$ cat config.mk
export PLATFORM = sky130hd
export DESIGN_NAME = erd_horner_step
export DESIGN_NICKNAME = d
export VERILOG_FILES = /design/src/erd_pkg.sv /design/src/erd_horner_step.sv
export SDC_FILE = /design/constraint.sdc
export NUM_CORES = 2
export LEC_CHECK = 0
export BUFFER_PORTS_ARGS = -buffer_cell sky130_fd_sc_hd__buf_2
export CAP_MARGIN = 20
export CORE_MARGIN = 10
export CORE_UTILIZATION = 60
export CTS_CLUSTER_DIAMETER = 40
export CTS_CLUSTER_SIZE = 20
export DETAILED_ROUTE_END_ITERATION = 16
export GPL_TIMING_DRIVEN = 0
export PLACE_DENSITY = 0.82
export REMOVE_ABC_BUFFERS = 1
export SYNTH_ARGS = -nofsm -noshare
export SYNTH_HDL_FRONTEND = slang
export SYNTH_SLANG_ARGS = --single-unit
$ cat constraint.sdc
create_clock -name clock -period 21.4 [get_ports clock]
set_input_delay 3.21 -clock clock [delete_from_list [all_inputs] [get_ports clock]]
set_output_delay 3.21 -clock clock [all_outputs]
set_load 0.1 [all_outputs]
$ cat src/erd_pkg.sv
// Shared types, constants and series tables for the equirectangular distance core.
package erd_pkg;

   localparam int ANGLE_FRAC_BITS = 20;
   localparam int DIST_FRAC_BITS  = 10;
   localparam int LAT_W           = 28;
   localparam int LON_W           = 29;
   localparam int OUT_W           = 26;

   // Mean latitude is |lat1+lat2| in units of 2^-(A+1) degree.
   localparam int ANG_SHIFT = ANGLE_FRAC_BITS + 1;
   localparam logic [29:0] FULL_ANG    = 30'(64'd360 << ANG_SHIFT);
   localparam logic [29:0] HALF_ANG    = 30'(64'd180 << ANG_SHIFT);
   localparam logic [29:0] QUARTER_ANG = 30'(64'd90 << ANG_SHIFT);
   localparam logic [29:0] EIGHTH_ANG  = 30'(64'd45 << ANG_SHIFT);

   localparam logic [26:0] DEG2RAD_Q32 = 27'd74961321;
   localparam logic [63:0] RAD_RND     = 64'd1 << (ANGLE_FRAC_BITS + 2);
   localparam int          RAD_SHIFT   = ANGLE_FRAC_BITS + 3;

   localparam logic [30:0] ONE_Q30    = 31'h4000_0000;
   localparam int          HORNER_TERMS = 7;

   localparam logic [63:0] KM_PER_DEG_X10 = 64'd1113;
   localparam logic [63:0] LEG_HALF       = 64'd5 << ANGLE_FRAC_BITS;
   localparam int          LEG_SHIFT      = ANGLE_FRAC_BITS + 1;

   // Reciprocals of 5 for the leg scaling; the quotient comes out low by at most one.
   localparam logic [31:0] RECIP5_Y       = 32'd3435973836;
   localparam int          RECIP5_Y_SHIFT = 34;
   localparam logic [32:0] RECIP5_X       = 33'd6871947673;
   localparam int          RECIP5_X_SHIFT = 35;

   localparam int SQRT_BITS = 32;

   typedef struct packed {
      logic [29:0] x;     // Q30 radians of the series argument
      logic        sel;   // sine series of the complement
      logic [29:0] dlon;  // |longitude difference|
      logic [29:0] y;     // north-south leg, units 2^-15 km
   } meta_type;

   // Divisor of Horner term k (7 down to 1).
   function automatic logic [7:0] horner_div(input int k, input logic sel);
      logic [7:0] d;
      case (k)
         7: d = sel ? 8'd210 : 8'd182;
         6: d = sel ? 8'd156 : 8'd132;
         5: d = sel ? 8'd110 : 8'd90;
         4: d = sel ? 8'd72  : 8'd56;
         3: d = sel ? 8'd42  : 8'd30;
         2: d = sel ? 8'd20  : 8'd12;
         1: d = sel ? 8'd6   : 8'd2;
         default: d = 8'd1;
      endcase
      return d;
   endfunction

   // floor(2^32 / divisor) of Horner term k.
   function automatic logic [31:0] horner_recip(input int k, input logic sel);
      logic [31:0] m;
      case (k)
         7: m = sel ? 32'd20452225  : 32'd23598721;
         6: m = sel ? 32'd27531841  : 32'd32537631;
         5: m = sel ? 32'd39045157  : 32'd47721858;
         4: m = sel ? 32'd59652323  : 32'd76695844;
         3: m = sel ? 32'd102261126 : 32'd143165576;
         2: m = sel ? 32'd214748364 : 32'd357913941;
         1: m = sel ? 32'd715827882 : 32'd2147483648;
         default: m = 32'hFFFF_FFFF;
      endcase
      return m;
   endfunction

endpackage

$ cat src/erd_horner_step.sv
// One Horner term of the cosine/sine series: multiply, reciprocal divide, correct.
module erd_horner_step import erd_pkg::*; #(
   parameter int K = 1
) (
   input  logic        clock,
   input  logic        reset,
   input  logic        en,
   input  logic        in_valid,
   input  logic [29:0] x2,
   input  logic [30:0] t,
   input  meta_type    meta,
   output logic        out_valid,
   output logic [29:0] x2_out,
   output logic [30:0] t_out,
   output meta_type    meta_out
);

   logic        va_ff, vb_ff, vc_ff;
   logic [29:0] pa_ff, pa_in, x2a_ff, pb_ff, qb_ff, qb_in, x2b_ff, x2c_ff;
   logic [30:0] tc_ff, tc_in;
   meta_type    ma_ff, mb_ff, mc_ff;
   logic [60:0] pprod;
   logic [61:0] qprod;
   logic [29:0] rem;
   logic [7:0]  dv;

   always_comb begin
      pprod = 61'(x2) * 61'(t);
      pa_in = 30'(pprod >> 30);
      qprod = 62'(pa_ff) * 62'(horner_recip(K, ma_ff.sel));
      qb_in = 30'(qprod >> 32);
      dv    = horner_div(K, mb_ff.sel);
      rem   = pb_ff - qb_ff * 30'(dv);
      tc_in = ONE_Q30 - 31'(qb_ff + ((rem >= 30'(dv)) ? 30'd1 : 30'd0));
   end

   always_ff @(posedge clock) begin
      if (reset) begin
         va_ff <= 1'b0;
         vb_ff <= 1'b0;
         vc_ff <= 1'b0;
      end else if (en) begin
         va_ff <= in_valid;
         vb_ff <= va_ff;
         vc_ff <= vb_ff;
      end
   end

   always_ff @(posedge clock) begin
      if (en) begin
         pa_ff  <= pa_in;
         x2a_ff <= x2;
         ma_ff  <= meta;
         pb_ff  <= pa_ff;
         qb_ff  <= qb_in;
         x2b_ff <= x2a_ff;
         mb_ff  <= ma_ff;
         tc_ff  <= tc_in;
         x2c_ff <= x2b_ff;
         mc_ff  <= mb_ff;
      end
   end

   assign out_valid = vc_ff;
   assign x2_out    = x2c_ff;
   assign t_out     = tc_ff;
   assign meta_out  = mc_ff;

endmodule

==> flow_summary.yaml <==
status:
  outcome: "finished clean"
global_route:
  overflow: 0
  antenna_found_initial: 5
  grt_pass1_wl_mm: 228
  use_met3: 0.0485
  track_usage: 0.257
  use_met2: 0.436
  grt_pass1_vias: 43000
  top_usage_layer: "met2"
  gr-usage-met1: 0.324
  grt_start_max_net_pins: 142
sta:
  max-slew-margin-rel: 0.375
  timing.fmax_mhz: 88.4
  skew_ps: 44.3
  hold_viol_final: 0
  fin_crit_ps: 11310
  finalCritPeriodShare: 0.528
  worst_slew_pin_slew_ps: 937
  rsz0062_at_grt: "no"
  setup_violations: 0
  slew_violations: 0
  tns_ps: 0
clock_network:
  clk_pin_slew_ps: 70
  cts_max_path_buffers: 3
  cts_buffers: 58
  cts_sinks: 486
  cts_root_buf: "clkbuf_16"
  cts_resized: 0
  cts_tree: "yes"
  htreeDepth: 2
  clk_latency_ps: 670
  cts_setup_buffers: 0
  cts_hold_buf: 0
detailed_routing:
  drc: 0
  vias_per_cell: 5.58
  drt_iter0_drc: 2848
  vias: 39100
  dr.pass1.iters: 6
  wire_per_inst_um: 20.0
  totalWireLength_mm: 140
  postRouteAntennaNets: 0
critical_path:
  cp_data_required_time_ps: 21740
  setup.worst_path.start_class: "primary input"
  reg2reg_depth: 27
  r2r_end: "qb_ff[17]"
  cp-startpoint: "x2[21]"
  critPathKind: "primary input to register"
  r2r_slack_ps: 12080
  crit_path_end_kind: "register"
  crit_arrival_ps: 11650
  reg2reg_from: "ma_ff[60]"
  crit_path_end: "pa_ff[24]"
  cp_max_fo: 32
synthesis:
  ys_async_sr_fraction: 0
  synth_area_um2: 59200
  ys.flop_type: "edfxtp_1"
  synth_cells: 5480
  yosys-top-cells-area: "fa_1 (35%), edfxtp_1 (25%), ha_1 (12%), inv_1 (8.0%), and2_1 (6.1%)"
  synth_largest_area_cell: "fa_1"
  synth_most_common_cell: "inv_1"
  yosysWarnings: 0
  ys_top_cells_by_count: "inv_1 (1268), fa_1 (1046), ha_1 (591)"
  synth-edff-count: 483
  postSynthAreaPerCell_um2: 10.8
  synth_cell_types: 68
  synth-seq-cells: 486
  netlist.area_leader.share: 0.354
  yosysSeqAreaShare: 0.246
placed_design:
  place_congestion: 0.939
  io_buffers: 308
  place_hpwl_mm: 108
cells_and_area:
  area_delta_synth_final_pct: 7.92
  drive_above_1_share: 0.0756
  final_net_count: 7446
floorplanning:
  dieArea_um2: 112000
  core_um2: 98100
  rows: 115
  io_pins: 309
  die_y_um: 334
  die_w_um: 334
  start_util: 0.603
worst_hold_path:
  worstHoldPathType: "register to register"
job:
  maxCapViolCount: 0
-- final cells by class --
type | instances | area [µm²]
Tap cell | 1287 | 1610
Fill cell | 7391 | 34300
Sequential cell | 486 | 14600
Clock inverter | 50 | 657
Inverter | 1269 | 4760
Multi-Input combinational cell | 3525 | 39100
Timing Repair Buffer | 313 | 1690
Antenna cell | 5 | 12.5
Clock buffer | 60 | 1470
-- through the flow --
step | cell area, µm² | hold WS (ps) | setup WS [ps] | std cells | util
floorplan | 58400 | 400 | 11550 | 5280 | -
global placement | 61600 | 400 | 9800 | 6875 | 0.627
detailed placement | 61700 | 405 | 9610 | 6880 | 0.629
CTS | 63800 | 402 | 10290 | 6990 | 0.651
global route | 63800 | 407 | 9810 | 6991 | 0.651
finish | 63900 | 406 | 10090 | 6995 | 0.651
-- cell families after synthesis --
| logic type | synth area share |
|---|---|
| AOI/OAI and AO/OA | 0.0488 |
| xor gates and xnor gates | 0.0148 |
| adders and majority gates | 0.479 |
| buffers and inverters | 0.0932 |
| DFF | 0.246 |
| muxes | 0.00121 |
| other | 0.0000634 |
| and+or+nand+nor | 0.117 |
-- state kept, by name, indices dropped and copies added, names as in the netlist --
register	cells
va_ff	1
out_valid	1
vb_ff	1
x2a_ff	30
pb_ff	29
t_out	31
pa_ff	30
qb_ff	30
mb_ff	91
x2_out	30
ma_ff	91
x2b_ff	30
meta_out	91
-- cells in the final DEF, fill, tap and decap left out, types with 18 or more instances in the layout --
cell type / count
and3_1: 18
and2_1: 581
nor2_1: 104
fa_1: 1046
nand3_1: 36
edfxtp_1: 483
clkbuf_16: 58
xnor2_1: 62
buf_2: 307
o21ai_0: 76
o211ai_1: 18
ha_1: 591
nor2b_1: 47
nand4_1: 21
nand2_1: 465
xor2_1: 38
o21a_1: 21
a21oi_1: 142
a21o_1: 59
inv_1: 1268
-- per-layer routing --
metal	wire, µm	part of all wire
met2	68700	0.49
met1	54700	0.39
met4	5850	0.042
met3	10800	0.077
met5	0	0
-- worst max-delay path: stages --
cell and delay, ps:
buf_2 660, nand2_1 190, fa_1 580, inv_1 80
fa_1 510, inv_1 60, fa_1 540, inv_1 70
fa_1 480, fa_1 520, fa_1 450, fa_1 490
inv_1 50, fa_1 480, inv_1 40, ha_1 330
o21ai_0 90, o21ai_0 300, a21oi_1 150, o21a_1 290
or2_1 250, a31oi_1 360, a21oi_1 230, o21ai_2 300
mux2i_1 110, a2111oi_0 760
-- worst min-delay path by stage --
stage / from / to / slack [ps] / cells after the start
floorplan: ma_ff[0] / mb_ff[0] / 400 / 0
global placement: mb_ff[49] / meta_out[49] / 400 / 0
detailed placement: ma_ff[41] / mb_ff[41] / 400 / 0
CTS: mb_ff[51] / meta_out[51] / 400 / 0
global route: ma_ff[85] / mb_ff[85] / 410 / 0
finish: mb_ff[51] / meta_out[51] / 410 / 0
Power is left out: the tool's default activity adds up to more than one toggle a clock period on the data nets, which glitch-free logic cannot reach.
