==> src/erd_pkg.sv <==
// Shared types, constants and series tables for the equirectangular distance core.
package erd_pkg;

   localparam int ANGLE_FRAC_BITS = 20;
   localparam int DIST_FRAC_BITS  = 10;
   localparam int LAT_W           = 28;
   localparam int LON_W           = 29;
   localparam int OUT_W           = 26;

   // Mean latitude is |lat1+lat2| in units of 2^-(A+1) degree.
   localparam int ANG_SHIFT = ANGLE_FRAC_BITS + 1;
   localparam logic [29:0] FULL_ANG    = 30'(64'd360 << ANG_SHIFT);
   localparam logic [29:0] HALF_ANG    = 30'(64'd180 << ANG_SHIFT);
   localparam logic [29:0] QUARTER_ANG = 30'(64'd90 << ANG_SHIFT);
   localparam logic [29:0] EIGHTH_ANG  = 30'(64'd45 << ANG_SHIFT);

   localparam logic [26:0] DEG2RAD_Q32 = 27'd74961321;
   localparam logic [63:0] RAD_RND     = 64'd1 << (ANGLE_FRAC_BITS + 2);
   localparam int          RAD_SHIFT   = ANGLE_FRAC_BITS + 3;

   localparam logic [30:0] ONE_Q30    = 31'h4000_0000;
   localparam int          HORNER_TERMS = 7;

   localparam logic [63:0] KM_PER_DEG_X10 = 64'd1113;
   localparam logic [63:0] LEG_HALF       = 64'd5 << ANGLE_FRAC_BITS;
   localparam int          LEG_SHIFT      = ANGLE_FRAC_BITS + 1;

   // Reciprocals of 5 for the leg scaling; the quotient comes out low by at most one.
   localparam logic [31:0] RECIP5_Y       = 32'd3435973836;
   localparam int          RECIP5_Y_SHIFT = 34;
   localparam logic [32:0] RECIP5_X       = 33'd6871947673;
   localparam int          RECIP5_X_SHIFT = 35;

   localparam int SQRT_BITS = 32;

   typedef struct packed {
      logic [29:0] x;     // Q30 radians of the series argument
      logic        sel;   // sine series of the complement
      logic [29:0] dlon;  // |longitude difference|
      logic [29:0] y;     // north-south leg, units 2^-15 km
   } meta_type;

   // Divisor of Horner term k (7 down to 1).
   function automatic logic [7:0] horner_div(input int k, input logic sel);
      logic [7:0] d;
      case (k)
         7: d = sel ? 8'd210 : 8'd182;
         6: d = sel ? 8'd156 : 8'd132;
         5: d = sel ? 8'd110 : 8'd90;
         4: d = sel ? 8'd72  : 8'd56;
         3: d = sel ? 8'd42  : 8'd30;
         2: d = sel ? 8'd20  : 8'd12;
         1: d = sel ? 8'd6   : 8'd2;
         default: d = 8'd1;
      endcase
      return d;
   endfunction

   // floor(2^32 / divisor) of Horner term k.
   function automatic logic [31:0] horner_recip(input int k, input logic sel);
      logic [31:0] m;
      case (k)
         7: m = sel ? 32'd20452225  : 32'd23598721;
         6: m = sel ? 32'd27531841  : 32'd32537631;
         5: m = sel ? 32'd39045157  : 32'd47721858;
         4: m = sel ? 32'd59652323  : 32'd76695844;
         3: m = sel ? 32'd102261126 : 32'd143165576;
         2: m = sel ? 32'd214748364 : 32'd357913941;
         1: m = sel ? 32'd715827882 : 32'd2147483648;
         default: m = 32'hFFFF_FFFF;
      endcase
      return m;
   endfunction

endpackage

==> src/erd_front.sv <==
// Front pipeline: differences, angle fold, radian scaling, x^2 and the north-south leg.
module erd_front import erd_pkg::*; (
   input  logic                    clock,
   input  logic                    reset,
   input  logic                    en,
   input  logic                    in_valid,
   input  logic signed [LAT_W-1:0] ref_lat,
   input  logic signed [LON_W-1:0] ref_lon,
   input  logic signed [LAT_W-1:0] tgt_lat,
   input  logic signed [LON_W-1:0] tgt_lon,
   output logic                    out_valid,
   output logic [29:0]             x2,
   output meta_type                meta
);

   // stage 1
   logic        v1_ff;
   logic [28:0] a1_ff, a1_in, dlat1_ff, dlat1_in;
   logic [29:0] dlon1_ff, dlon1_in;
   logic [28:0] lsum, ldif;
   logic [29:0] odif;

   always_comb begin
      lsum = {ref_lat[LAT_W-1], ref_lat} + {tgt_lat[LAT_W-1], tgt_lat};
      ldif = {ref_lat[LAT_W-1], ref_lat} - {tgt_lat[LAT_W-1], tgt_lat};
      odif = {ref_lon[LON_W-1], ref_lon} - {tgt_lon[LON_W-1], tgt_lon};
      a1_in    = lsum[28] ? (~lsum + 29'd1) : lsum;
      dlat1_in = ldif[28] ? (~ldif + 29'd1) : ldif;
      dlon1_in = odif[29] ? (~odif + 30'd1) : odif;
   end

   // stage 2: fold into [0,90] degrees, pick series
   logic        v2_ff, sel2_ff, sel2_in;
   logic [29:0] ang2_ff, ang2_in, a_h, a_q;
   logic [29:0] dlon2_ff;
   logic [32:0] yv2_ff, yv2_in;
   logic [63:0] ynum;

   always_comb begin
      a_h = ({1'b0, a1_ff} > HALF_ANG) ? (FULL_ANG - {1'b0, a1_ff}) : {1'b0, a1_ff};
      a_q = (a_h > QUARTER_ANG) ? (HALF_ANG - a_h) : a_h;
      sel2_in = a_q > EIGHTH_ANG;
      ang2_in = sel2_in ? (QUARTER_ANG - a_q) : a_q;
      ynum    = ((64'(dlat1_ff) * KM_PER_DEG_X10) << 15) + LEG_HALF;
      yv2_in  = 33'(ynum >> LEG_SHIFT);
   end

   // stage 3: radians, leg quotient estimate
   logic        v3_ff, sel3_ff;
   logic [29:0] x3_ff, x3_in, dlon3_ff, yq3_ff, yq3_in;
   logic [32:0] yv3_ff;
   logic [63:0] xprod;
   logic [64:0] yprod;

   always_comb begin
      xprod  = 64'(ang2_ff) * 64'(DEG2RAD_Q32) + RAD_RND;
      x3_in  = 30'(xprod >> RAD_SHIFT);
      yprod  = 65'(yv2_ff) * 65'(RECIP5_Y);
      yq3_in = 30'(yprod >> RECIP5_Y_SHIFT);
   end

   // stage 4: x^2, leg correction
   logic        v4_ff;
   logic [29:0] x2_ff, x2_in, y4_in;
   meta_type    meta4_ff;
   logic [59:0] xsq;
   logic [32:0] yrem;

   always_comb begin
      xsq   = 60'(x3_ff) * 60'(x3_ff);
      x2_in = 30'(xsq >> 30);
      yrem  = yv3_ff - 33'(yq3_ff) * 33'd5;
      y4_in = yq3_ff + ((yrem >= 33'd5) ? 30'd1 : 30'd0);
   end

   always_ff @(posedge clock) begin
      if (reset) begin
         v1_ff <= 1'b0;
         v2_ff <= 1'b0;
         v3_ff <= 1'b0;
         v4_ff <= 1'b0;
      end else if (en) begin
         v1_ff <= in_valid;
         v2_ff <= v1_ff;
         v3_ff <= v2_ff;
         v4_ff <= v3_ff;
      end
   end

   always_ff @(posedge clock) begin
      if (en) begin
         a1_ff         <= a1_in;
         dlat1_ff      <= dlat1_in;
         dlon1_ff      <= dlon1_in;
         ang2_ff       <= ang2_in;
         sel2_ff       <= sel2_in;
         dlon2_ff      <= dlon1_ff;
         yv2_ff        <= yv2_in;
         x3_ff         <= x3_in;
         sel3_ff       <= sel2_ff;
         dlon3_ff      <= dlon2_ff;
         yv3_ff        <= yv2_ff;
         yq3_ff        <= yq3_in;
         x2_ff         <= x2_in;
         meta4_ff.x    <= x3_ff;
         meta4_ff.sel  <= sel3_ff;
         meta4_ff.dlon <= dlon3_ff;
         meta4_ff.y    <= y4_in;
      end
   end

   assign out_valid = v4_ff;
   assign x2        = x2_ff;
   assign meta      = meta4_ff;

endmodule

==> config.mk <==
export PLATFORM = sky130hd
export DESIGN_NAME = erd_front
export DESIGN_NICKNAME = d
export VERILOG_FILES = /design/src/erd_pkg.sv /design/src/erd_front.sv
export SDC_FILE = /design/constraint.sdc
export NUM_CORES = 2
export LEC_CHECK = 0
export BUFFER_PORTS_ARGS = -buffer_cell sky130_fd_sc_hd__buf_2
export CORE_UTILIZATION = 40
export CTS_CLUSTER_DIAMETER = 30
export CTS_CLUSTER_SIZE = 16
export DETAILED_ROUTE_END_ITERATION = 8
export GPL_ROUTABILITY_DRIVEN = 0
export RECOVER_POWER = 50
export SYNTH_ARGS = -nofsm -noshare
export SYNTH_HDL_FRONTEND = slang
export SYNTH_SLANG_ARGS = --single-unit
export TNS_END_PERCENT = 10
==> constraint.sdc <==
create_clock -name clock -period 17.5 [get_ports clock]
set_clock_uncertainty 0.05 [all_clocks]
set_input_delay 0.875 -clock clock [delete_from_list [all_inputs] [get_ports clock]]
set_output_delay 0.875 -clock clock [all_outputs]
set_load 0.02 [all_outputs]
==> flow_metrics.env <==
export IMPL_outcome="finished with violations"
export IMPL_violations="capacitance limit, slew limit"
export IMPL_fin_cells=11063
export IMPL_grt_pass1_wl_mm=334
export IMPL_layout_common_cells="inv_1 (2193), fa_1 (1542), ha_1 (1195)"
export IMPL_drc=0
export IMPL_synth_avg_cell_area_um2=10.4
export IMPL_slew_headroom=-3.29
export IMPL_dp_cells=10853
export IMPL_clock_sinks=430
export IMPL_post_drt_wl_per_cell_um=18.7
export IMPL_synth_edf_count=426
export IMPL_synth_area_leaders="fa_1 (37%), ha_1 (18%), edfxtp_1 (15%)"
export IMPL_cts_clk_slew_worst_paths_ns=0.05
export IMPL_cap_violations=30
export IMPL_max_freq_mhz=87.7
export IMPL_worstMarginPinSlew_ns=6.44
export IMPL_crit_path_top_delay_cell="clkbuf_1"
export IMPL_final_max_slew_violation_count=1047
export IMPL_cts_hold_repair_buffers=0
export IMPL_hp_class="input pin to flip-flop"
export IMPL_ys_seq_area_frac=0.155
export IMPL_clock_path_buffers=3
export IMPL_grt_usage=0.204
export IMPL_first_pass_iters=6
export IMPL_grt_pass1_vias=60847
export IMPL_ios=240
export IMPL_synth_ff_type="edfxtp_1"
export IMPL_ant_nets=0
export IMPL_syn_to_final_growth_pct=9.40
export IMPL_drive_above_1_share=0.0469
export IMPL_tritoncts="built"
export IMPL_startpoint_type="flip-flop"
export IMPL_dpl_hpwl_mm=174
export IMPL_fin_tns_setup_ns=0
export IMPL_final_hold_viol_count=0
export IMPL_start_util=0.404
export IMPL_slowest_delay_ns=1.26
export IMPL_rows=166
export IMPL_antenna_found_initial=5
export IMPL_cts_inserted_buffers=105
export IMPL_coreArea_um2=205000
export IMPL_synth_cells=8012
export IMPL_drt_initial_drc_count=3194
export IMPL_vias=55135
export IMPL_grt_max_degree=109
export IMPL_clkLatencyLatePin_ns=0.71
export IMPL_async_flop_share=0
export IMPL_rsz0062_at_grt="false"
export IMPL_port_buffers=239
export IMPL_crit_fanout=26
export IMPL_synth_nets=10867
export IMPL_htreeDepth=3
export IMPL_synth_warnings=0
export IMPL_dieArea_um2=209000
export IMPL_yosys_register_bits=430
export IMPL_synth_top_area_share=0.372
export IMPL_dieWidth_um=457
export IMPL_fin_nets=11127
export IMPL_crit_top_cell="fa_1"
export IMPL_final_common_cell="inv_1"
export IMPL_routed_via_density=4.98
export IMPL_setup_viol=0
export IMPL_post_cts_setup_buffers=0
export IMPL_crit_arrival_ns=11.85
export IMPL_ys_types=95
export IMPL_fp_dieH_um=457
export IMPL_finalWirelength_mm=206
export IMPL_endpoint_kind="flip-flop"
export IMPL_required_ns=17.95
export IMPL_period_minus_slack_ns=11.40
export IMPL_grt_overflow=0
export IMPL_yosysTopAreaCell="fa_1"
export IMPL_root_buffer="clkbuf_16"
export IMPL_period_share=0.651
export IMPL_critPathKind="flip-flop to flip-flop"
export IMPL_syn_area_um2=82900
export IMPL_cts_resized_gates=0
==> worst paths after layout <==
| path | slack, ns | depth (start not counted) | start | endpoint |
|---|---|---|---|---|
| worst max-delay path | 6.10 | 31 | x3_ff[5] | x2[26] |
| worst min-delay path | 0.33 | 2 | reset | v3_ff |
| worst max register to register | 6.10 | 31 | x3_ff[5] | x2[26] |
| worst min register to register | 0.36 | 0 | dlon2_ff[4] | dlon3_ff[4] |
==> metal layers <==
metal	GRT usage	up-vias	wire length [µm]
li1	-	25589	-
met1	0.272	27814	91000
met2	0.337	1457	96500
met3	0.0322	275	12400
met4	0.0648	0	6440
met5	0	-	0
==> synth_stat cells, drive strengths merged (6+ instances only) <==
library cell,instances
a22oi,6
nor3b,8
nor4,22
o21a,39
nand3,70
o31ai,31
buf,6
and3,37
or3,28
o22ai,9
clkbuf,126
o41ai,10
o211ai,15
nand2,379
a21o,74
and2,200
nor3,85
ha,1195
nor4b,7
o21ai,144
a21oi,190
o31a,9
or2,21
nand2b,47
a31o,10
nor2,304
and4,11
or4,12
nand3b,6
a2111oi,8
a211oi,18
xnor2,293
o21bai,27
inv,2194
nor2b,50
a31oi,46
nand4,46
mux2i,14
a221oi,8
xor2,139
fa,1542
a21boi,11
mux2,8
edfxtp,426
==> kinds of logic after synthesis <==
group	after synthesis	synth area share
buf+inv	2327	0.106
simple gates	1346	0.0814
compound gates	717	0.0566
fa+ha+maj	2737	0.552
xor+xnor	433	0.0460
flops	430	0.155
mux	22	0.00278
==> cell type report <==
type,instances,area (µm²)
tap,2688,3360
inverter,2195,8240
clock buffer,112,2680
clock inverter,85,956
antenna,13,32.5
timing repair buffer,285,1280
fill,19311,115000
sequential,430,12900
multi-input combinational,5255,61300
==> flip-flops by register name, indices dropped and copies added (netlist names) <==
register   count
dlon2_ff      30
x3_ff         30
x2            30
dlat1_ff      28
sel3_ff        1
dlon3_ff      30
a1_ff         29
ang2_ff       30
yq3_ff        30
v3_ff          1
yv2_ff        33
v2_ff          1
meta          91
v1_ff          1
sel2_ff        1
yv3_ff        33
dlon1_ff      30
out_valid      1
==> critical path, delay by kind of cell, from the launching register on <==
kind            cells  cell delay (ns)
compound gates     12             3.44
fa+ha+maj           9             4.18
xor+xnor            1             0.05
simple gates        3             0.74
flops               1             0.32
buf+inv             6             2.38
==> per-stage QoR <==
step                area, µm²   util  setup slack, ns  hold slack (ns)
finish                  90700  0.442             6.10            0.330
global route            90700  0.442             5.56            0.303
CTS                     91000  0.443             7.38            0.256
detailed placement      87300  0.425             7.32            0.355
global placement        87300  0.425             7.54            0.351
floorplan               82900      -             8.60            0.350
Power is not shown: default switching activity piles up to over one toggle a cycle in this logic, so the estimate is an artifact.
