===== src/erd_pkg.sv =====
// Shared types, constants and series tables for the equirectangular distance core.
package erd_pkg;

   localparam int ANGLE_FRAC_BITS = 20;
   localparam int DIST_FRAC_BITS  = 10;
   localparam int LAT_W           = 28;
   localparam int LON_W           = 29;
   localparam int OUT_W           = 26;

   // Mean latitude is |lat1+lat2| in units of 2^-(A+1) degree.
   localparam int ANG_SHIFT = ANGLE_FRAC_BITS + 1;
   localparam logic [29:0] FULL_ANG    = 30'(64'd360 << ANG_SHIFT);
   localparam logic [29:0] HALF_ANG    = 30'(64'd180 << ANG_SHIFT);
   localparam logic [29:0] QUARTER_ANG = 30'(64'd90 << ANG_SHIFT);
   localparam logic [29:0] EIGHTH_ANG  = 30'(64'd45 << ANG_SHIFT);

   localparam logic [26:0] DEG2RAD_Q32 = 27'd74961321;
   localparam logic [63:0] RAD_RND     = 64'd1 << (ANGLE_FRAC_BITS + 2);
   localparam int          RAD_SHIFT   = ANGLE_FRAC_BITS + 3;

   localparam logic [30:0] ONE_Q30    = 31'h4000_0000;
   localparam int          HORNER_TERMS = 7;

   localparam logic [63:0] KM_PER_DEG_X10 = 64'd1113;
   localparam logic [63:0] LEG_HALF       = 64'd5 << ANGLE_FRAC_BITS;
   localparam int          LEG_SHIFT      = ANGLE_FRAC_BITS + 1;

   // Reciprocals of 5 for the leg scaling; the quotient comes out low by at most one.
   localparam logic [31:0] RECIP5_Y       = 32'd3435973836;
   localparam int          RECIP5_Y_SHIFT = 34;
   localparam logic [32:0] RECIP5_X       = 33'd6871947673;
   localparam int          RECIP5_X_SHIFT = 35;

   localparam int SQRT_BITS = 32;

   typedef struct packed {
      logic [29:0] x;     // Q30 radians of the series argument
      logic        sel;   // sine series of the complement
      logic [29:0] dlon;  // |longitude difference|
      logic [29:0] y;     // north-south leg, units 2^-15 km
   } meta_type;

   // Divisor of Horner term k (7 down to 1).
   function automatic logic [7:0] horner_div(input int k, input logic sel);
      logic [7:0] d;
      case (k)
         7: d = sel ? 8'd210 : 8'd182;
         6: d = sel ? 8'd156 : 8'd132;
         5: d = sel ? 8'd110 : 8'd90;
         4: d = sel ? 8'd72  : 8'd56;
         3: d = sel ? 8'd42  : 8'd30;
         2: d = sel ? 8'd20  : 8'd12;
         1: d = sel ? 8'd6   : 8'd2;
         default: d = 8'd1;
      endcase
      return d;
   endfunction

   // floor(2^32 / divisor) of Horner term k.
   function automatic logic [31:0] horner_recip(input int k, input logic sel);
      logic [31:0] m;
      case (k)
         7: m = sel ? 32'd20452225  : 32'd23598721;
         6: m = sel ? 32'd27531841  : 32'd32537631;
         5: m = sel ? 32'd39045157  : 32'd47721858;
         4: m = sel ? 32'd59652323  : 32'd76695844;
         3: m = sel ? 32'd102261126 : 32'd143165576;
         2: m = sel ? 32'd214748364 : 32'd357913941;
         1: m = sel ? 32'd715827882 : 32'd2147483648;
         default: m = 32'hFFFF_FFFF;
      endcase
      return m;
   endfunction

endpackage


===== src/erd_sqrt_stage.sv =====
// One bit of the pipelined integer square root (restoring, remainder form).
module erd_sqrt_stage import erd_pkg::*; #(
   parameter int BIT = 0
) (
   input  logic                 clock,
   input  logic                 reset,
   input  logic                 en,
   input  logic                 in_valid,
   input  logic [63:0]          rem,
   input  logic [SQRT_BITS-1:0] root,
   output logic                 out_valid,
   output logic [63:0]          rem_out,
   output logic [SQRT_BITS-1:0] root_out
);

   logic                 v_ff;
   logic [63:0]          rem_ff, rem_in, need;
   logic [SQRT_BITS-1:0] root_ff, root_in;

   always_comb begin
      need = (64'(root) << (BIT + 1)) + (64'd1 << (2 * BIT));
      if (rem >= need) begin
         rem_in  = rem - need;
         root_in = root | (SQRT_BITS'(1) << BIT);
      end else begin
         rem_in  = rem;
         root_in = root;
      end
   end

   always_ff @(posedge clock) begin
      if (reset) begin
         v_ff <= 1'b0;
      end else if (en) begin
         v_ff <= in_valid;
      end
   end

   always_ff @(posedge clock) begin
      if (en) begin
         rem_ff  <= rem_in;
         root_ff <= root_in;
      end
   end

   assign out_valid = v_ff;
   assign rem_out   = rem_ff;
   assign root_out  = root_ff;

endmodule


===== config.mk =====
export PLATFORM = sky130hd
export DESIGN_NAME = erd_sqrt_stage
export DESIGN_NICKNAME = d
export VERILOG_FILES = /design/src/erd_pkg.sv /design/src/erd_sqrt_stage.sv
export SDC_FILE = /design/constraint.sdc
export NUM_CORES = 1
export LEC_CHECK = 0
export BUFFER_PORTS_ARGS = -buffer_cell sky130_fd_sc_hd__buf_2
export CORE_AREA = 2 2 117 119
export CTS_BUF_LIST = sky130_fd_sc_hd__clkbuf_8
export CTS_CLUSTER_SIZE = 8
export DETAILED_ROUTE_END_ITERATION = 8
export DIE_AREA = 0 0 119 121
export PLACE_DENSITY = 0.78
export SLEW_MARGIN = 15
export SYNTH_ARGS = -nofsm -noshare
export SYNTH_HDL_FRONTEND = slang
export SYNTH_SLANG_ARGS = --single-unit

===== constraint.sdc =====
create_clock -name clock -period 3.8 [get_ports clock]
set_input_delay 1.14 -clock clock [delete_from_list [all_inputs] [get_ports clock]]
set_output_delay 1.14 -clock clock [all_outputs]
set_load 0.01 [all_outputs]

==> results of run 1 <==
Yosys cell counts (4+ instances only):
cell type,count
edfxtp_1,96
nor2_1,65
a21oi_1,59
xnor2_1,42
inv_1,34
nand2_1,34
ha_1,33
o21ai_0,18
xor2_1,18
clkbuf_1,13
nand3_1,13
nand4_1,13
a21o_1,12
a31oi_1,11
or3_1,11
nor3_1,8
o21a_1,8
buf_2,7
nor4_1,7
and3_1,6
o211ai_1,6
nor2b_1,5
o21bai_1,5
a211oi_1,4
and4_1,4
or4_1,4
registers in the layout, summed over array words and instances (netlist names):
name and count:
rem_out 64, root_out 32, out_valid 1
routing by layer:
layer	part of all wire (%)	wire length, µm
met3	7.2	1150
met5	0.082	13
met2	48	7560
met4	2.4	386
met1	43	6800
placed cells by master, fill, tap and decap left out, types with 3 or more instances in the layout:
master	instances
a211oi_1	4
a21o_1	12
a21oi_1	59
a31oi_1	11
and2_1	3
and3_1	6
and4_1	4
buf_2	195
buf_4	70
clkbuf_8	9
clkinv_1	3
edfxtp_1	96
ha_1	33
inv_1	34
nand2_1	34
nand3_1	13
nand3_2	3
nand4_1	13
nor2_1	65
nor2b_1	5
nor3_1	8
nor4_1	7
o211ai_1	6
o21a_1	8
o21ai_0	18
o21bai_1	5
o31ai_1	3
or2_2	3
or3_1	11
or4_1	4
xnor2_1	42
xor2_1	18
power by group through the flow:
stage / logic (W) / registers, W / clock network [W]
5_1_grt: 0.000893 / 0.00136 / 0.000727
6_report: 0.000812 / 0.00135 / 0.000671
2_1_floorplan: 0.000371 / 0.00144 / 0
3_3_place_gp: 0.000797 / 0.00137 / 0
3_5_place_dp: 0.000806 / 0.00137 / 0
4_1_cts: 0.000811 / 0.00135 / 0.000680
how the worst min path moves through the flow:
stage / startpoint / to / depth (start not counted)
3_5_place_dp: out_valid / out_valid / 2
4_1_cts: out_valid / out_valid / 2
3_3_place_gp: out_valid / out_valid / 2
5_1_grt: out_valid / out_valid / 2
2_1_floorplan: out_valid / out_valid / 2
6_report: out_valid / out_valid / 2
tightest hold or removal path: stages (launching register included):
cell and delay, ns:
dfxtp_1 0.34, mux2i_1 0.06, nor2_1 0.07
per-stage QoR:
stage               worst slack, ns  util [%]
floorplan                    0.0703         -
global route                 0.0855      61.0
CTS                           0.311      61.0
global placement            -0.0657      59.6
detailed placement           -0.104      59.6
finish                        0.275      61.0
logic make-up after synthesis:
group           Yosys count  share of synthesized area [%]
simple gates            192                           16.4
compound gates          149                           16.0
flops                    97                           47.2
xor+xnor                 60                           8.54
buf+inv                  59                           4.02
fa+ha+maj                34                           7.03
mux                       5                          0.894
area by class of cell:
cell class | count | area [µm²]
clock buffer | 9 | 124
clock inverter | 7 | 61.3
fill | 1098 | 5100
inverter | 34 | 128
multi-input combinational | 440 | 3010
sequential | 97 | 2900
tap | 176 | 220
timing repair buffer | 267 | 1540
==> metrics.txt, run 1 <==
Switching Share=29.7%; Max-slew headroom=32.9%; critical path required time=3.93 ns; Hold WC Path Type=flop to flop; placed cell area=0.00780 mm²; Synthesized Nets=730; Die W=119 µm; sw power=0.000840 W; post-route setup TNS=0 ns; Ys Warns=0; CTS max path bufs=2; Async S/R FF share, synth=0%; Crit Path Max Fanout=5; Finished Cell Area=0.00798 mm²; Antenna Cells=0; Post-Syn Instances=596; share of cells above drive strength 1=35.5%; initial core utilization=47.0%; gr usage total=22.1%; critical path type=input port to flop; Post-layout nets=983; Max Clk Rate=284 MHz; Worst Setup EP=rem_out[60]; DR vias=5,472; CP Depth=12; RSZ-0062 raised after global routing=no; CTS tree=done; Worst-Margin Slew=0.994 ns; Synth top area share=46.8%; DRT iter0 DRCs=359; busiest grt layer=met2; Slew Viols, Final=0; CTS buffer count=9; peak supply drop=0.000189 V; final worst-path cycle share=92.8%; Final Wtd Congestion=0.869; critical path's top delay family=compound AO/OA/AOI/OAI gates; Final HPWL DP=12,500 µm; power share of the combinational group=28.7%; # IOs=197; DRC=0; Die H=121 µm; CP bufs+invs=3; post-route ant nets=0; Hold WS=0.503 ns; synth top area cells=edfxtp_1 (47%), ha_1 (6.7%), xnor2_1 (6.0%), a21oi_1 (4.8%), nor2_1 (4.0%); port buffer count=196; Unique masters post-synth=69; Startpoint Class=input port; routed length per instance=15.5 µm; CP Capture Type=flop; core footprint=0.0131 mm²; vias per std cell=5.31; Pwr Density=355 mW/mm²; largest net degree at the start of global routing=98; Root Buffer=clkbuf_8; worst reg2reg endpoint=out_valid; Placed Instances=1,014; clock power share=23.7%; R2R setup slack=3.22 ns; Post-CTS Hold Fix Bufs=0; total routed wirelength=15,900 µm; worst-skew pair later-pin latency=0.38 ns; total grt overflow=0; Post-synth EDFFs=96; Main synth FF type=edfxtp_1; Non-Filler Instances=1,030; met1 Track Usage GR=29.1%; Core Rows=42; max incr delay on CP=0.81 ns; Synth Cell Area=0.00616 mm²; clk_skew=0 ns; met2 Use GR=36.0%; sequential area share after synthesis=47.2%; internal power=0.00199 W; vias in the first global route=5,180; global-route wire length before repair=25,300 µm; Syn-to-layout area delta=29.7%; Final setup viols=0; GRT met3 Usage=5.36%; Slowest-stage cell, CP=o41ai_1; reg2reg start=out_valid; post_cts resized=0; 1st-pass router iterations=5; die area=0.0144 mm²; Pwr Total=0.00283 W; Reg2Reg Depth=2; CTS clk-pin slew, worst paths=0.10 ns; CP Cell Sequence=buf_2 -> inv_1 -> ha_1 -> a211oi_1 -> buf_4 -> o211a_1 -> nor3_1 -> or2_2 -> a31oi_1 -> o41ai_1 -> nor4_1 -> xor2_1; CTS Sinks=97; Leakage=3.50 nW; # Post-CTS Setup Buffers=0; max-cap violations=0; Hold Fails Final Rpt=0; crit path time final=3.53 ns; Crit. Startpoint=root[1]; status=finished clean; H-tree Lvls=3; Post-Syn Area per Cell=10.3 µm²; post-synthesis register bit count=97; CP arrival=3.66 ns; initial antenna violation count=2; Reg power frac=47.6%; dominant cell type by area after synthesis=edfxtp_1
(Power assumes the default switching activity.)
==> inputs of run 2 (changes only) <==
--- a/config.mk
+++ b/config.mk
@@ -12,6 +12,7 @@
 export DETAILED_ROUTE_END_ITERATION = 8
 export DIE_AREA = 0 0 119 121
 export PLACE_DENSITY = 0.78
+export RECOVER_POWER = 50
 export SLEW_MARGIN = 15
 export SYNTH_ARGS = -nofsm -noshare
 export SYNTH_HDL_FRONTEND = slang
==> run 2 against run 1 <==
  * The flow now finishes with violations (max-capacitance violations, max-slew violations)
  * Global-route usage unchanged
  * Critical path type unchanged
  * Hold slack better by 0.0025 ns
  * Sequential power about the same
  * Largest power group unchanged
==> metrics.txt, run 2 (same netlist as run 1, synthesis figures left out) <==
worst-skew pair later-pin latency=0.38 ns (about the same); Die W=119 µm (unchanged); vias in the first global route=5,180 (unchanged); Die H=121 µm (unchanged); status=finished, violations left (was finished clean); internal power=0.00198 W (was 0.00199 W); Leakage=3.40 nW (was 3.50 nW); share of cells above drive strength 1=31.6% (was 35.5%); sw power=0.000839 W (was 0.000840 W); Post-layout nets=983 (unchanged); RSZ-0062 raised after global routing=no (unchanged); crit path time final=3.53 ns (about the same); clock power share=23.7% (about the same); H-tree Lvls=3 (unchanged); core footprint=0.0131 mm² (unchanged); Worst-Margin Slew=2.40 ns (was 0.994 ns); Syn-to-layout area delta=28.8% (was 29.7%); placed cell area=0.00780 mm² (unchanged); DRC=0 (unchanged); CTS clk-pin slew, worst paths=0.09 ns (was 0.10 ns); CTS Sinks=97 (unchanged); most frequent cells in the layout=buf_2 (162), edfxtp_1 (96), buf_4 (69) (was buf_2 (195), edfxtp_1 (96), buf_4 (70)); max-cap violations=1 (was 0); Antenna Cells=0 (unchanged); initial core utilization=47.0% (unchanged); total grt overflow=0 (unchanged); DRT iter0 DRCs=351 (was 359); Root Buffer=clkbuf_8 (unchanged); Post-CTS Hold Fix Bufs=0 (unchanged); die area=0.0144 mm² (unchanged); Pwr Density=356 mW/mm² (was 355 mW/mm²); Crit Path Max Fanout=5 (unchanged); pre-CTS WS=-0.104 ns (unchanged); final worst-path cycle share=92.8% (about the same); Reg power frac=47.9% (was 47.6%); Finished Cell Area=0.00793 mm² (was 0.00798 mm²); global-route wire length before repair=25,300 µm (unchanged); Max Clk Rate=284 MHz (about the same); Largest register FFs=64 (unchanged); failing checks=max-capacitance violations, max-slew violations; DR vias=5,480 (was 5,472); Hold WS=0.505 ns (was 0.503 ns); CTS max path bufs=2 (unchanged); largest net degree at the start of global routing=98 (unchanged); routed length per instance=15.5 µm (about the same); Final HPWL DP=12,500 µm (unchanged); Hold Fails Final Rpt=0 (unchanged); Switching Share=29.7% (about the same); Setup WS post-layout=0.274 ns (was 0.275 ns); Fill cells=1,123 (was 1,098); Final Wtd Congestion=0.869 (unchanged); area taken by multi-input logic gates=0.00301 mm² (unchanged); post-route ant nets=0 (unchanged); power share of the combinational group=28.4% (was 28.7%); 1st-pass router iterations=5 (unchanged); vias per std cell=5.32 (was 5.31); CTS buffer count=9 (unchanged); Final setup viols=0 (unchanged); most common cell after layout, fill and taps aside=buf_2 (unchanged); total routed wirelength=15,900 µm (about the same); port buffer count=196 (unchanged); Sequential Area=0.00290 mm² (unchanged); Core Rows=42 (unchanged); initial antenna violation count=1 (was 2); Startpoint Class=input port (unchanged); gr usage total=22.1% (unchanged); critical path required time=3.93 ns (about the same); post_cts resized=0 (unchanged); peak supply drop=0.000190 V (was 0.000189 V); CP arrival=3.66 ns (about the same); critical path type=input port to flop (unchanged); CTS tree=done (unchanged); Pwr Total=0.00282 W (was 0.00283 W); Max-slew headroom=-60.0% (was 32.9%); Hold WC Path Type=flop to flop (unchanged); CP Capture Type=flop (unchanged); Slew Viols, Final=98 (was 0); # IOs=197 (unchanged); # Post-CTS Setup Buffers=0 (unchanged); clk_skew=0 ns (unchanged)
==> run 2: changes by cell type in the layout (fill, tap and decap cells not counted), sizes merged <==
| cell | previous run | this run |
|---|---|---|
| clkbuf | 9 | 44 |
| buf | 267 | 232 |
==> run 2: metrics by stage <==
stage | utilization, % | setup TNS (ns) | cells
2_1_floorplan | - | 0 | 596
3_3_place_gp | 59.6 | -0.545 | 1014
3_5_place_dp | 59.6 | -1.14 | 1014
4_1_cts | 61.0 | 0 | 1030
5_1_grt | 60.6 | 0 | 1030
6_report | 60.6 | 0 | 1030
==> run 2: critical path, stage by stage <==
cell	delay [ns]
buf_2	0.09
inv_1	0.04
ha_1	0.28
a211oi_1	0.09
buf_4	0.14
o211a_1	0.20
nor3_1	0.27
or2_2	0.18
a31oi_1	0.09
o41ai_1	0.81
nor4_1	0.13
xor2_1	0.18
==> run 2: metal layers <==
| metal | track usage, % | vias to the layer above | part of all wire, % |
|---|---|---|---|
| met4 | 7.37 | 0 | 2.4 |
| met3 | 5.36 | 26 | 7.4 |
| met2 | 36.0 | 216 | 48 |
| met5 | 0 | - | 0 |
| met1 | 29.1 | 2525 | 43 |
| li1 | - | 2713 | - |
==> run 2: path summary, 6_finish.rpt <==
check / slack [ns] / endpoint / depth (start not counted) / start
worst max-delay path: 0.27 / rem_out[60] / 12 / root[1]
worst min-delay path: 0.51 / out_valid / 2 / out_valid
worst max register to register: 3.19 / out_valid / 2 / out_valid
worst min register to register: 0.51 / out_valid / 2 / out_valid
==> run 2: power groups by stage <==
stage | logic [W] | registers (W) | clock network [W]
6_report | 0.000802 | 0.00135 | 0.000669
3_5_place_dp | 0.000806 | 0.00137 | 0
2_1_floorplan | 0.000371 | 0.00144 | 0
5_1_grt | 0.000883 | 0.00136 | 0.000727
4_1_cts | 0.000811 | 0.00135 | 0.000680
3_3_place_gp | 0.000797 | 0.00137 | 0
==> run 2: area by class of cell <==
| class | instances | share of cell area, % |
|---|---|---|
| Clock buffer | 9 | 1.56 |
| Clock inverter | 7 | 0.773 |
| Multi-Input combinational cell | 440 | 37.9 |
| Sequential cell | 97 | 36.6 |
| Inverter | 34 | 1.61 |
| Tap cell | 176 | 2.78 |
| Timing Repair Buffer | 267 | 18.7 |
